### src/sv/bci_pkg.sv
// ---------------------------------------------------------------------------
// Binned curve interpolator package
// Shared widths, codes, payload structs and sequencer states.
// ---------------------------------------------------------------------------
`default_nettype none

package bci_pkg;

   // Default curve geometry.
   localparam int POINTS_DEFAULT      = 25;
   localparam int RADIAL_BINS_DEFAULT = 5;

   // Field widths.
   localparam int RAD_W   = 13;
   localparam int MOM_W   = 14;
   localparam int EFF_W   = 16;
   localparam int BIN_W   = 3;
   localparam int PART_W  = 3;
   localparam int PIDX_W  = 5;
   localparam int PROD_W  = MOM_W + EFF_W;
   localparam int CSR_IDX_W = 3;
   localparam int CSR_DATA_W = 14;

   // Radius edges and the bins that are searched.
   localparam int EDGE_COUNT = 6;
   localparam int MAX_SEARCH_BINS = 5;

   // Request kinds.
   localparam logic REQ_LOAD  = 1'b0;
   localparam logic REQ_QUERY = 1'b1;

   // Particle codes.
   localparam logic [PART_W-1:0] PART_ELECTRON = 3'd0;
   localparam logic [PART_W-1:0] PART_GAMMA    = 3'd1;
   localparam logic [PART_W-1:0] PART_PION     = 3'd2;
   localparam logic [PART_W-1:0] PART_PROTON   = 3'd3;

   // Bin code for a radius outside every bin.
   localparam logic [BIN_W-1:0] NO_BIN = 3'd5;

   // Register indexes: edges occupy 0 to EDGE_COUNT-1.
   localparam logic [CSR_IDX_W-1:0] CSR_EDGE_FIRST = 3'd0;
   localparam logic [CSR_IDX_W-1:0] CSR_CUTOFF     = 3'd6;

   // Register reset values.
   localparam logic [RAD_W-1:0] EDGE_RESET [EDGE_COUNT] = '{
      13'd1760, 13'd1856, 13'd1984, 13'd2640, 13'd3280, 13'd4240
   };
   localparam logic [MOM_W-1:0] CUTOFF_RESET = 14'd512;

   typedef struct packed {
      logic              req_type;
      logic              phi_high;
      logic [PART_W-1:0] particle;
      logic [BIN_W-1:0]  load_bin;
      logic [PIDX_W-1:0] point_index;
      logic [MOM_W-1:0]  point_momentum;
      logic [EFF_W-1:0]  point_efficiency;
      logic [RAD_W-1:0]  hit_radius;
      logic [MOM_W-1:0]  hit_momentum;
   } req_payload_type;

   typedef struct packed {
      logic [EFF_W-1:0] efficiency;
      logic [BIN_W-1:0] radial_bin;
   } rsp_payload_type;

   typedef enum logic [4:0] {
      ST_IDLE   = 5'b00001,
      ST_SCAN   = 5'b00010,
      ST_MULT   = 5'b00100,
      ST_DIVIDE = 5'b01000,
      ST_FINISH = 5'b10000
   } state_type;

endpackage

`default_nettype wire

### src/sv/bci_divider.sv
// ---------------------------------------------------------------------------
// Binned curve interpolator divider
// Restoring divider, one quotient bit per cycle, for a quotient known to fit
// in EFF_W bits.
// ---------------------------------------------------------------------------
`default_nettype none

module bci_divider
   import bci_pkg::*;
(
   input  wire logic              clock,
   input  wire logic              reset,
   input  wire logic              start,
   input  wire logic [PROD_W-1:0] dividend,
   input  wire logic [MOM_W-1:0]  divisor,
   output logic                   done,
   output logic [EFF_W-1:0]       quotient
);

   localparam int CNT_W = $clog2(EFF_W + 1);

   logic [MOM_W-1:0] rem_ff, rem_in;
   logic [EFF_W-1:0] low_ff, low_in;
   logic [EFF_W-1:0] quo_ff, quo_in;
   logic [MOM_W-1:0] div_ff, div_in;
   logic [CNT_W-1:0] cnt_ff, cnt_in;
   logic             done_ff, done_in;
   logic [MOM_W:0]   trial;
   logic             fits;

   // One restoring step: shift in the next dividend bit and try to subtract.
   always_comb begin
      trial = {rem_ff, low_ff[EFF_W-1]};
      fits  = (trial >= {1'b0, div_ff});
   end

   always_comb begin
      rem_in  = rem_ff;
      low_in  = low_ff;
      quo_in  = quo_ff;
      div_in  = div_ff;
      cnt_in  = cnt_ff;
      done_in = 1'b0;
      if (start) begin
         // The upper part is already below the divisor, as the quotient fits.
         rem_in = dividend[PROD_W-1:EFF_W];
         low_in = dividend[EFF_W-1:0];
         div_in = divisor;
         cnt_in = CNT_W'(EFF_W);
      end else if (cnt_ff != '0) begin
         rem_in  = fits ? MOM_W'(trial - {1'b0, div_ff}) : trial[MOM_W-1:0];
         low_in  = {low_ff[EFF_W-2:0], 1'b0};
         quo_in  = {quo_ff[EFF_W-2:0], fits};
         cnt_in  = cnt_ff - CNT_W'(1);
         done_in = (cnt_ff == CNT_W'(1));
      end
   end

   always_ff @(posedge clock) begin
      if (reset) begin
         cnt_ff  <= '0;
         done_ff <= 1'b0;
      end else begin
         cnt_ff  <= cnt_in;
         done_ff <= done_in;
      end
      rem_ff <= rem_in;
      low_ff <= low_in;
      quo_ff <= quo_in;
      div_ff <= div_in;
   end

   assign done     = done_ff;
   assign quotient = quo_ff;

endmodule

`default_nettype wire

### config.mk
export PLATFORM = sky130hd
export DESIGN_NAME = bci_divider
export DESIGN_NICKNAME = d
export VERILOG_FILES = /design/src/sv/bci_pkg.sv /design/src/sv/bci_divider.sv
export SDC_FILE = /design/constraint.sdc
export NUM_CORES = 1
export LEC_CHECK = 0
export BUFFER_PORTS_ARGS = -buffer_cell sky130_fd_sc_hd__buf_2
export CORE_ASPECT_RATIO = 2
export CORE_MARGIN = 4
export CORE_UTILIZATION = 30
export DETAILED_ROUTE_END_ITERATION = 10
export SYNTH_ARGS = -nofsm -noshare
export SYNTH_HDL_FRONTEND = slang
export SYNTH_SLANG_ARGS = --single-unit
### constraint.sdc
create_clock -name clock -period 2.2 [get_ports clock]
set_input_delay 0.33 -clock clock [delete_from_list [all_inputs] [get_ports clock]]
set_output_delay 0.33 -clock clock [all_outputs]
set_load 0.01 [all_outputs]
---- Word-level counts from Yosys, hierarchy flattened ----
Cells that the tools add are included.
cells by class
  order comparisons ....................... 1
  reduce and logical (&&, ||, !) cells .... 5
  add/subtract/negate cells ............... 2
  equal/unequal tests ..................... 1
  mux-type cells .......................... 7
  bitwise logic cells ..................... 2
operators with widths
  operator               count
  $mux W14               3
  $mux W16               2
  $ge A15 B14 Y1         1
  $sub A14 B14 Y14       1
  $mux W5                2
  $eq A5 B1 Y1 const B   1
  $reduce_bool A5 Y1     1
  $sub A5 B1 Y5 const B  1
  $reduce_or A3 Y1       1
  $not A1 Y1             2
  $reduce_and A2 Y1      1
  $reduce_bool A2 Y1     1
  $reduce_or A2 Y1       1
word-level totals
  output and inout port bits .............. 17
  register bits ........................... 66
  input bits .............................. 47

---- Depth between registers and ports, before layout ----
  word-level depth ........................ 4
  depth in mapped cells ................... 9
  mapped depth without buffers ............ 9

---- Worst setup path after synthesis ----
OpenSTA, ideal clock, no wires.
  path type ............................... register to register
  from .................................... register rem_ff[5]
  to ...................................... register rem_ff[10], data pin
  library setup time ...................... 0.275 ns
  path slack .............................. -0.096 ns
  stages on the path, launching flop included .. 8
  required time ........................... 1.925 ns
  data arrival time ....................... 2.021 ns
  path buffers ............................ 1
  cells stage by stage .................... edfxtp_1 > ha_1 > a21o_1 > or3_4 > o2111a_2 > buf_6 > o221ai_1 > o311ai_2
between the ends
  longest elaborated chain between the ends .. 4
  elaborated cells on any way between the ends .. 5
RTL lines
  element                                             RTL line                              RTL
  start, declared                                     bci_divider.sv:22                     logic [MOM_W-1:0] rem_ff, rem_in;
  start signal, assigned                              bci_divider.sv:67                     rem_ff <= rem_in;
  $sub A14 B14 Y14 or $ge A15 B14 Y1 (tied branches)  bci_divider.sv:51, bci_divider.sv:34
  $mux W14 (*)                                        bci_divider.sv:51                     rem_in = fits ? MOM_W'(trial - {1'b0, div_ff}) : trial[MOM_W-1:0];
  $mux W14 (*)                                        bci_divider.sv:50                     end else if (cnt_ff != '0) begin
  $mux W14 (*)                                        bci_divider.sv:44                     if (start) begin
  named net rem_in[10]                                bci_divider.sv:22
Mark *: on every way through the listed nets, which the timed path passes. The rest lies on a longest branch. The select of a mux whose other input is x is not followed.
A chain may end at the register's enable or synchronous reset.

---- Final worst setup path ----
  from .................................... register rem_ff[5]
  to ...................................... register rem_ff[6], data pin
Same word-level chain as after synthesis.

==> flow_results.org <==
** Synthesis
- Main combinational cell family by area after synthesis :: compound AO/OA/AOI/OAI gates
- Yosys mapped a number of flops with a built-in enable equal to 60.
- Synthesis handed over a netlist of around 280 instances.
- After Yosys synthesis, full adders, half adders and majority gates account for under 10% of the synthesized area.
- In the synthesized netlist the dominant register cell turns out to be sky130_fd_sc_hd__edfxtp_1.
- Post-Synth XOR/XNOR Area :: roughly 2.3%
- Compound-Gate Fraction of Synth Area :: 16.8%
- Netlist area before placement :: 3400 um^2
- The synthesized netlist devotes 8.61% of its cell area to simple gates.
- Number of distinct library cells after synthesis :: between 50 and 60
- After synthesis, the mean cell area works out to about 12 um^2.
- Synth warn :: 0
- Net count after synthesis :: 340
- Async set-reset flop share out of synthesis :: 0%
- Count of state elements after synthesis :: 66
- Register area share after synthesis :: a little under three fifths
- Multiplexer share of the synthesized area :: 4.97%

** Worst setup path
- Traced cell by cell, the critical path runs through ha_4 > a21o_1 > or3_4 > o2111a_2 > buf_12 > o211ai_1 > a2bb2oi_1.
- Counting both buffers and inverters, the worst setup path holds a total of 1.
- By startpoint and endpoint, the worst setup path is classified as register to register.
- The worst setup path is launched from a register.
- Data arrival time of the critical path :: between 2 and 2.5 ns
- In this run the worst path has a maximum fanout of 8.
- On the worst path, the slowest cell contributes a delay of between 0.4 and 0.5 ns.
- Slowest cell on the critical path :: sky130_fd_sc_hd__edfxtp_1
- STA puts the critical path data required time at 2.27 ns.
- The worst setup path is captured at a register.
- CP top delay family :: compound AO/OA/AOI/OAI gates

** Clock tree
- The clock passes through at most 2 buffers.
- Clock Latency Late Sink :: 0.33 ns
- After clock tree synthesis, the clock-pin slew on the worst setup and hold paths is ~0.06 ns.
- The cell sitting at the root of the clock tree is a sky130_fd_sc_hd__clkbuf_16.
- CTS buffer count :: 9
- TritonCTS clock tree :: done
- Level count of the clock H-tree :: 3
- Counting every sink on the clock net gives 66.

** Pwr
- Of the total power, the share spent switching nets is around a third.
- The analysis attributes to net switching a power of about 0.0022 W.
- Leakage power figure :: about 2 nW
- Fraction of power consumed by the clock network :: 22.9%
- Ratio of total power to cell area :: about 1300 nW/um^2
- Peak ir drop on the vdd network :: between 500 and 600 uV
- Combinational logic is responsible for between 40% and 50% of the overall power.
- Sequential group share of total power :: between 30% and 40%
- Cell internal power was estimated by the tool at slightly above 0.004 W.

** Place
- HPWL after DPL :: a little under 7 mm
- Placed Instances :: 504
- Placement Cell Area :: 4160 um^2
- The congestion estimate from routability-driven global placement came to between 0.9 and 1.
- Port Buffer Count :: 63

** Timing
- Worst slew margin relative to its limit :: around three fifths
- Clock skew on the completed layout was measured at 0.00667 ns.
- Final Worst Setup Slack :: -0.126 ns
- Clock period minus worst slack :: 2.33 ns
- Final hold analysis gives a worst-case slack of between 0.15 and 0.2 ns.
- Dividing the final minimum period by the clock period gives 106%.
- Setup repair after global routing could not meet its margin everywhere.
- Timing would allow up to ~430 MHz.
- At the pin with the least slew margin, the transition time is 0.583 ns.
- Setup violations, final :: 14
- The number of failing hold endpoints at the final stage came to 0.
- Count of pins over their slew limit :: 0

** Route
- After detailed routing, the total wire length is about 9.1 mm.
- Iteration-0 DRC Markers :: around 140
- After detailed routing, the met2 layer carries approximately 5.2 mm of wire.
- Dividing the detail-routed via count by the number of cells gives 4.97.
- DR DRC count :: 0
- Uppermost routed layer :: met4
- Met1 routed wirelength after detailed routing :: approximately 3.3 mm
- Antenna viol nets, final :: 0
- Summed over all nets, wire length on met3 after detailed routing comes to between 300 and 400 um.
- Across all layers, the routed design uses between 2000 and 3000 vias.
- Mean routed wirelength per cell :: 17.0 um
- The first detailed-routing pass ran for 4 iterations.

** Cells and area
- The sequential cells in the finished layout cover a total of just under 2000 um^2.
- In the final layout, the share of cells above drive strength 1 is around 48%.
- Design area :: roughly 4800 um^2
- The final layout contains 458 nets.
- The number of antenna diodes in the final layout is 0.
- Multi-input logic area :: 1590 um^2
- Most frequent cells in the layout :: sky130_fd_sc_hd__buf_2, sky130_fd_sc_hd__edfxtp_1, sky130_fd_sc_hd__buf_4, sky130_fd_sc_hd__inv_1, sky130_fd_sc_hd__nand2_1
- Utilization after layout :: 44.0%
- Number of standard cells in the final layout excluding fillers :: roughly 540
- Synth-to-layout area growth :: 42.3%
- Leaving out fill and tap cells, the most frequent cell in the layout is sky130_fd_sc_hd__buf_2.
- After filler insertion, the fill cell instance count of the layout stands at between 1000 and 1500.

** Floorplanning
- The total area inside the core boundary comes to 11000 um^2.
- The die is roughly 83 um wide.
- From bottom edge to top edge, the die measures roughly 160 um.
- The initial utilization of the core area, before any placement, comes to 30.9%.
- 64 I/O pins were placed.
- # rows :: 54
- The floorplan step defined a die boundary enclosing 13200 um^2.

** Status
- The flow ran to the end, but the final reports show violations.
- The checks that failed: setup timing.

** Global routing
- Total grt overflow :: 0
- Number of global-route vias before repair :: 2876
- The number of antenna violations at the first check in global routing was 0.
- First-pass GRT wire length :: ~14 mm
- In the global route stage, overall resource usage came out at between 10% and 20%.
- Entering global routing, the biggest net connects slightly above 50 pins.

** Min path
- The tightest min-delay check is of the input pin to register type.

** Run
- The tool flagged a number of max-cap violations equal to 0.
==> routing by layer <==
layer / GRT usage [%] / up-vias
met1: 12.5 / 1293
li1: - / 1295
met3: 3.21 / 20
met2: 27.5 / 65
met5: 0 / -
met4: 7.72 / 0
==> cell usage after synthesis, types with 3 or more instances <==
| cell type | number | area, um^2 |
|---|---|---|
| sky130_fd_sc_hd__o21a_1 | 4 | 30.0 |
| sky130_fd_sc_hd__o2111ai_1 | 3 | 26.3 |
| sky130_fd_sc_hd__nand2_1 | 17 | 63.8 |
| sky130_fd_sc_hd__nor2_1 | 12 | 45.0 |
| sky130_fd_sc_hd__o211ai_1 | 7 | 52.6 |
| sky130_fd_sc_hd__o21ai_1 | 6 | 30.0 |
| sky130_fd_sc_hd__edfxtp_1 | 60 | 1800 |
| sky130_fd_sc_hd__a2bb2oi_1 | 6 | 52.6 |
| sky130_fd_sc_hd__a21oi_1 | 12 | 60.1 |
| sky130_fd_sc_hd__or3_1 | 3 | 18.8 |
| sky130_fd_sc_hd__nand3_1 | 3 | 15.0 |
| sky130_fd_sc_hd__mux2_2 | 15 | 169 |
| sky130_fd_sc_hd__nor3_1 | 6 | 30.0 |
| sky130_fd_sc_hd__inv_1 | 21 | 78.8 |
| sky130_fd_sc_hd__and3_1 | 3 | 18.8 |
| sky130_fd_sc_hd__o31ai_1 | 6 | 45.0 |
| sky130_fd_sc_hd__a31oi_1 | 7 | 43.8 |
| sky130_fd_sc_hd__clkbuf_1 | 5 | 18.8 |
| sky130_fd_sc_hd__ha_1 | 17 | 213 |
| sky130_fd_sc_hd__a21o_1 | 4 | 30.0 |
| sky130_fd_sc_hd__and2_1 | 4 | 25.0 |
| sky130_fd_sc_hd__o21ai_0 | 6 | 30.0 |
| sky130_fd_sc_hd__xnor2_1 | 7 | 61.3 |
| sky130_fd_sc_hd__dfxtp_1 | 6 | 120 |
==> registers in the layout (all words and copies together) (netlist names) <==
register  count
quotient     16
done          1
low_ff       16
rem_ff       14
div_ff       14
cnt_ff        5
==> metrics by stage <==
step	TNS, ns	total power [W]	setup slack (ns)
after floorplan	-0.0406	0.00338	-0.0406
after global placement	-1.06	0.00428	-0.237
after detailed placement	-1.48	0.00430	-0.229
after CTS	-0.631	0.00611	-0.104
after global routing	-1.60	0.00670	-0.185
final	-0.739	0.00633	-0.126
==> power by group through the flow <==
| stage | Combinational (W) | Sequential (W) | Clock, W |
|---|---|---|---|
| after floorplan | 0.00146 | 0.00192 | 0 |
| after global placement | 0.00233 | 0.00194 | 0 |
| after detailed placement | 0.00235 | 0.00195 | 0 |
| after CTS | 0.00269 | 0.00194 | 0.00149 |
| after global routing | 0.00318 | 0.00197 | 0.00155 |
| final | 0.00294 | 0.00194 | 0.00145 |
==> worst register-to-register path, stage by stage, from the launching register on <==
cell and delay (ns):
sky130_fd_sc_hd__edfxtp_1 0.43, sky130_fd_sc_hd__ha_4 0.25, sky130_fd_sc_hd__a21o_1 0.21, sky130_fd_sc_hd__or3_4 0.36, sky130_fd_sc_hd__o2111a_2 0.34, sky130_fd_sc_hd__buf_12 0.17
sky130_fd_sc_hd__o211ai_1 0.20, sky130_fd_sc_hd__a2bb2oi_1 0.10
==> path summary, 6_finish.rpt <==
check / to / slack (ns) / from / depth (start not counted)
worst max-delay path: rem_ff[6]$_DFFE_PP_ / -0.13 / rem_ff[5]$_DFFE_PP_ / 7
worst min-delay path: div_ff[4]$_DFFE_PP_ / 0.17 / divisor[4] / 1
worst max register to register: rem_ff[6]$_DFFE_PP_ / -0.13 / rem_ff[5]$_DFFE_PP_ / 7
worst min register to register: quotient[10]$_DFFE_PP_ / 0.44 / quotient[9]$_DFFE_PP_ / 0
==> repair_timing <==
action | in CTS | in global routing
resized for setup | 26 | 22
buffers inserted | 12 | 8
hold buffers | 0 | 0
pin swaps | 14 | 16
setup endpoints to repair | 13 | 15
endpoints found under the hold margin | 0 | 0
==> logic make-up (layout without fill, tap and decap cells) <==
group           after synthesis  after routing
fa+ha+maj                    18             18
compound gates               78             78
mux                          15             15
xor+xnor                      9              9
buf+inv                      31            154
simple gates                 58             58
flops                        66             66
==> layout make-up <==
cell class / count / area share (%)
Inverter: 22 / 1.71
Clock inverter: 6 / 1.34
Multi-Input combinational cell: 178 / 32.9
Clock buffer: 10 / 4.94
Sequential cell: 66 / 39.7
Tap cell: 140 / 3.62
Timing Repair Buffer: 116 / 15.8
Power figures use the tool's default switching activity.
